**config.mk**
```make
export PLATFORM = sky130hd
export DESIGN_NAME = lmswu_mac
export DESIGN_NICKNAME = d
export VERILOG_FILES = /design/src/hw/rtl/lmswu_pkg.sv /design/src/hw/rtl/lmswu_mac.sv
export SDC_FILE = /design/constraint.sdc
export NUM_CORES = 2
export LEC_CHECK = 0
export BUFFER_PORTS_ARGS = -buffer_cell sky130_fd_sc_hd__buf_2
export CAP_MARGIN = 10
export CORE_ASPECT_RATIO = 0.8
export CORE_MARGIN = 2
export CORE_UTILIZATION = 59
export CTS_CLUSTER_SIZE = 25
export DETAILED_ROUTE_END_ITERATION = 8
export GPL_TIMING_DRIVEN = 0
export HOLD_SLACK_MARGIN = 0.1
export PLACE_DENSITY = 0.85
export REMOVE_ABC_BUFFERS = 1
export SLEW_MARGIN = 15
export SYNTH_ARGS = -nofsm -noshare
export SYNTH_HDL_FRONTEND = slang
export SYNTH_SLANG_ARGS = --single-unit
```
**constraint.sdc**
```tcl
create_clock -name clk -period 7.25 [get_ports clk]
set_input_delay 1.45 -clock clk [delete_from_list [all_inputs] [get_ports clk]]
set_output_delay 1.45 -clock clk [all_outputs]
set_load 0.005 [all_outputs]
```
**src/hw/rtl/lmswu_pkg.sv**
```systemverilog
package lmswu_pkg;

	localparam logic signed [31:0] WEIGHT_ONE = 32'sd16777216;
	localparam logic signed [19:0] X_MAX      = 20'sd524287;
	localparam logic signed [19:0] X_MIN      = -20'sd524288;
	localparam logic signed [31:0] W_MAX      = 32'sh7FFFFFFF;
	localparam logic signed [31:0] W_MIN      = 32'sh80000000;

	localparam logic [4:0]  RST_FILTER_LENGTH = 5'd16;
	localparam logic [3:0]  RST_MODEL_LENGTH  = 4'd10;
	localparam logic [15:0] RST_STEP_SIZE     = 16'd655;

	// rounding offsets preloaded into the accumulator
	localparam logic [63:0] RND_12 = 64'd2048;
	localparam logic [63:0] RND_14 = 64'd8192;
	localparam logic [63:0] RND_16 = 64'd32768;
	localparam logic [63:0] RND_24 = 64'd8388608;

	typedef enum logic [1:0] {
		REG_FILTER_LENGTH = 2'd0,
		REG_MODEL_LENGTH  = 2'd1,
		REG_STEP_SIZE     = 2'd2
	} reg_idx_t;

	typedef struct packed {
		logic               issue;
		logic               shl;
		logic               load;
		logic [63:0]        load_val;
		logic signed [32:0] a;
		logic signed [32:0] b;
	} mac_ctl_t;

	// moving-average coefficients, q2.14
	function automatic logic signed [15:0] ma_coef(input logic [3:0] k);
		logic signed [15:0] c;
		case (k)
			4'd0:    c = 16'sd16384;
			4'd1:    c = 16'sd13107;
			4'd2:    c = 16'sd13107;
			4'd3:    c = -16'sd11469;
			4'd4:    c = 16'sd9830;
			4'd5:    c = -16'sd8192;
			4'd6:    c = 16'sd6554;
			4'd7:    c = -16'sd4915;
			4'd8:    c = 16'sd3277;
			4'd9:    c = -16'sd1638;
			default: c = 16'sd0;
		endcase
		return c;
	endfunction

endpackage

```
**src/hw/rtl/lmswu_mac.sv**
```systemverilog
module lmswu_mac (
	input  logic                clk,
	input  logic                arst_n,
	input  lmswu_pkg::mac_ctl_t ctl,
	output logic [63:0]         acc,
	output logic                carry_seen
);

	logic signed [65:0] prod_s1;
	logic               vld_s1;
	logic               shl_s1;
	logic [63:0]        addend;
	logic [64:0]        sum;
	logic [63:0]        acc_q;
	logic               carry_q;

	always_ff @(posedge clk or negedge arst_n) begin
		if (!arst_n) begin
			vld_s1 <= 1'b0;
			shl_s1 <= 1'b0;
		end else begin
			vld_s1 <= ctl.issue;
			shl_s1 <= ctl.shl;
		end
	end

	always_ff @(posedge clk) begin
		if (ctl.issue) begin
			prod_s1 <= ctl.a * ctl.b;
		end
	end

	// high half of a split product lands 20 bits up
	assign addend = shl_s1 ? {prod_s1[43:0], 20'd0} : prod_s1[63:0];
	assign sum    = {1'b0, acc_q} + {1'b0, addend};

	// carry out only means something for the unsigned energy sum
	always_ff @(posedge clk) begin
		if (ctl.load) begin
			acc_q   <= ctl.load_val;
			carry_q <= 1'b0;
		end else if (vld_s1) begin
			acc_q   <= sum[63:0];
			carry_q <= carry_q | sum[64];
		end
	end

	assign acc        = acc_q;
	assign carry_seen = carry_q;

endmodule

```
Yosys cells after proc, flatten, opt, wreduce, memory -nomap -nowiden. Index checks and enable logic that the tools add are counted.

Bits in registers: 131. Output and inout bits: 65. Word-level logic and storage cells: 12.

Add/subtract/negate cells: 1. Multipliers: 1. Multiplexer cells: 3. Bitwise operators: 1. Reductions and logical operators: 1.

Operator list (count): 64-bit 2-to-1 mux (3); 64-bit by 64-bit adder with 65-bit output (1); 33-bit by 33-bit multiplier with 64-bit output (1); 2-bit nonzero test (1); 1-bit bitwise OR (1).

Longest topological paths before layout.
Depth after elaboration: 4. Depth in mapped cells: 29. Depth with buffers taken out: 27.

Least setup slack after synthesis. Ideal clock, no wire load.

Path type: input to register. Start: input ctl[65] (netlist bit). End: register prod_s1[62], data pin. Arrival time: 8.518 ns. Path slack: -1.526 ns. Stages on the path: 24. Buffers on the path: 1. Cell sequence: clkbuf_1 > nand2_1 > inv_1 > fa_1 > fa_1 > fa_1 > inv_1 > fa_1 > fa_1 > inv_1 > fa_1 > fa_1 > inv_1 > fa_1 > inv_1 > ha_1 > and3_1 > and2_1 > nand2_1 > o41ai_4 > a31oi_1 > o21a_1 > o21a_1 > xnor2_1.

Longest elaborated chain between the ends: 1.

RTL lines: start: declaration (line lmswu_mac.sv:4) `input lmswu_pkg::mac_ctl_t ctl,`; 33-bit by 33-bit multiplier with 64-bit output (line lmswu_mac.sv:29) `prod_s1 <= ctl.a * ctl.b;`; end signal: assignment (line lmswu_mac.sv:29); end: declaration (line lmswu_mac.sv:9) `logic signed [65:0] prod_s1;`.

Every way passes these cells. A chain may end at the register's enable or synchronous reset.

Final worst setup path.
Start: input ctl[56] (netlist bit). End: register prod_s1[62], data pin.

Same word-level chain as after synthesis.

==> run metrics <==
die width=320 um; Yosys top cell area share=47.7%; Root Driver=clkbuf_16; cts-stage hold buffer count=0; clk_skew=0.0151 ns; worst setup path start=ctl[56]; hpwl dp=99300 um; period utilisation layout=120%; fraction of registers with async set/reset=1.53%; post-route DRC violation count=0; vias in the first global route=41616; most frequent cells after synthesis=1126 x fa_1, 1109 x inv_1, 665 x nand2_1, 536 x and2_1, 276 x ha_1; Ports=200; CTS buffer count=17; maxcap violations=0; Rel. slew slack=39.2%; wirelength, routed=167000 um; post-synthesis register bit count=131; I/O Buffers=199; CP max FO=33; Initial Util=59.7%; area growth from synthesis to layout=15.3%; Top FF cell, synth=edfxtp_1; first-pass GRT wire length=230000 um; Fill cells=4995; setup repair after global routing missed its margin=true; DR iter-0 viols=5233; Hold Crit Start=carry_seen; post-synthesis sequential area ratio=8.28%; area of the core=79100 um^2; CTS tree=yes; Site Rows=92; pin count of the biggest net entering global routing=66; Worst EP arrival=8.87 ns; Crit Path Category=primary input to flip-flop; total track usage=36.4%; Worst setup EP type=flip-flop; Synth Instances=5003; Tmin final=8.69 ns; type of origin of the critical path=primary input; failing checks=setup timing; worst endpoint required time=7.43 ns; Final Hold Viols=0; worst reg2reg startpoint=shl_s1; Clock transition at path regs=0.06 ns; outcome=finished, violations left; R2R setup slack=2.60 ns; fin nets=6692; Die Area=82400 um^2; worst setup margin=-1.44 ns; final antenna-violating net count=0; leading area contributor after synthesis=fa_1; CTS Sinks=131; die height=257 um; worst-skew pair later-pin latency=0.44 ns; final-report max-slew violation count=0; Area after DPL=48500 um^2; Congestion Overflow GR=0; routed len/inst=26.9 um; EDFF count, synth=128; H-tree levels=4; share of layout cells above drive strength 1=16.4%; vias per cell=6.34; fin area=54500 um^2; initial antenna violation count=12; Avg Inst Size Synth=9.44 um^2; post-synth cell types=89; worst min-delay path class=flip-flop to flip-flop; Clock Path Buffers=2; Vias=39402; RePlAce Congestion=0.974; Tightest Pin Transition=0.912 ns; final setup violation count=46; fmax=115 MHz; count leader, synth=fa_1; synthesized area=47200 um^2; Pre-Repair DR Iteration Count=9; synth top area cells=fa_1 48%, inv_1 8.8%, edfxtp_1 8.1%, ha_1 7.3%, and2_1 7.1%; Yosys warnings=0
-- through the flow --
stage | worst slack (ns) | util [%] | std cells | TNS (ns) | hold slack, ns
detailed placement | -2.93 | 61.4 | 5991 | -84.62 | 0.496
global route | -1.42 | 68.9 | 6205 | -41.26 | 0.543
global placement | -3.08 | 61.3 | 5989 | -83.18 | 0.484
CTS | -0.887 | 66.9 | 6121 | -19.75 | 0.508
finish | -1.44 | 68.9 | 6213 | -39.34 | 0.500
floorplan | -1.27 | - | 4756 | -25.64 | 0.496
-- worst paths after layout --
kind | to | cells after the start
max | prod_s1[62] | 28
min | carry_seen | 2
max reg2reg | acc[45] | 13
min reg2reg | carry_seen | 2
max in group asynchronous | shl_s1 | 1
min in group asynchronous | shl_s1 | 1
-- sequential cells by signal, summed over array words and instances, names as in the netlist --
signal / count
shl_s1: 1
acc: 64
prod_s1: 64
vld_s1: 1
carry_seen: 1
-- routing by layer --
metal	wire (um)	vias up	global-route usage, %
met2	72800	3688	57.2
met5	202	-	0.468
met3	27200	1148	12.2
met1	53300	19258	45.2
li1	-	15290	-
met4	13600	18	18.5
-- critical path, cell delays in order --
cell and delay (ns):
buf_16 0.18, and2_4 0.22, fa_1 0.50, inv_1 0.06
fa_1 0.55, inv_1 0.06, fa_1 0.50, inv_1 0.07
fa_1 0.53, inv_1 0.05, fa_1 0.51, fa_1 0.46
fa_1 0.51, inv_1 0.06, fa_1 0.50, inv_1 0.07
ha_4 0.30, nand2_1 0.13, nor2_2 0.24, o211ai_1 0.19
a21oi_4 0.22, o21ai_4 0.09, buf_12 0.14, o41ai_4 0.54
a31oi_4 0.18, o21a_1 0.23, o21a_1 0.18, xnor2_1 0.13
-- cell type report --
class,count,area [um^2],share of cell area (%)
clock buffer,18,429,0.788
antenna,11,27.5,0.0505
inverter,1109,4190,7.69
timing repair buffer,380,4560,8.37
clock inverter,14,203,0.372
sequential,131,3920,7.19
multi-input combinational,3516,39900,73.2
tap,1034,1290,2.37
-- logic make-up (layout without fill, tap and decap cells) --
| group | Yosys count | count (layout) | share of synthesized area [%] |
|---|---|---|---|
| buffers and inverters | 1356 | 1521 | 11.1 |
| adders and majority gates | 1402 | 1402 | 55.0 |
| muxes | 47 | 47 | 1.12 |
| other | 0 | 11 | 0 |
| xor gates and xnor gates | 125 | 125 | 2.32 |
| and+or+nand+nor | 1458 | 1458 | 15.3 |
| DFF | 131 | 131 | 8.28 |
| AOI/OAI and AO/OA | 484 | 484 | 6.83 |
-- repair_timing --
action                     CTS  global route
setup buffers               74            71
cloned                      26            15
pin swaps                  171           142
setup endpoints to repair   47            46
gates resized for setup    599           163
-- cell usage in the layout, fill, tap and decap left out, types with 32 or more instances in the layout --
cell / synthesis / final
a21o_1: 81 / 81
and2_4: 0 / 55
nor2_1: 73 / 62
o21ai_0: 105 / 91
buf_16: 0 / 37
mux2_2: 46 / 46
edfxtp_1: 128 / 128
and2_1: 536 / 481
ha_1: 276 / 234
a21oi_1: 128 / 94
ha_4: 0 / 37
clkbuf_16: 0 / 32
buf_4: 1 / 100
fa_2: 0 / 55
nand2_1: 665 / 649
inv_1: 1109 / 1044
fa_1: 1126 / 1071
buf_6: 5 / 46
buf_2: 3 / 131
xnor2_1: 86 / 72
inv_2: 0 / 56
nor2b_1: 50 / 50
Power is not shown: default switching activity piles up to over one toggle a cycle in this logic, so the estimate is an artifact.
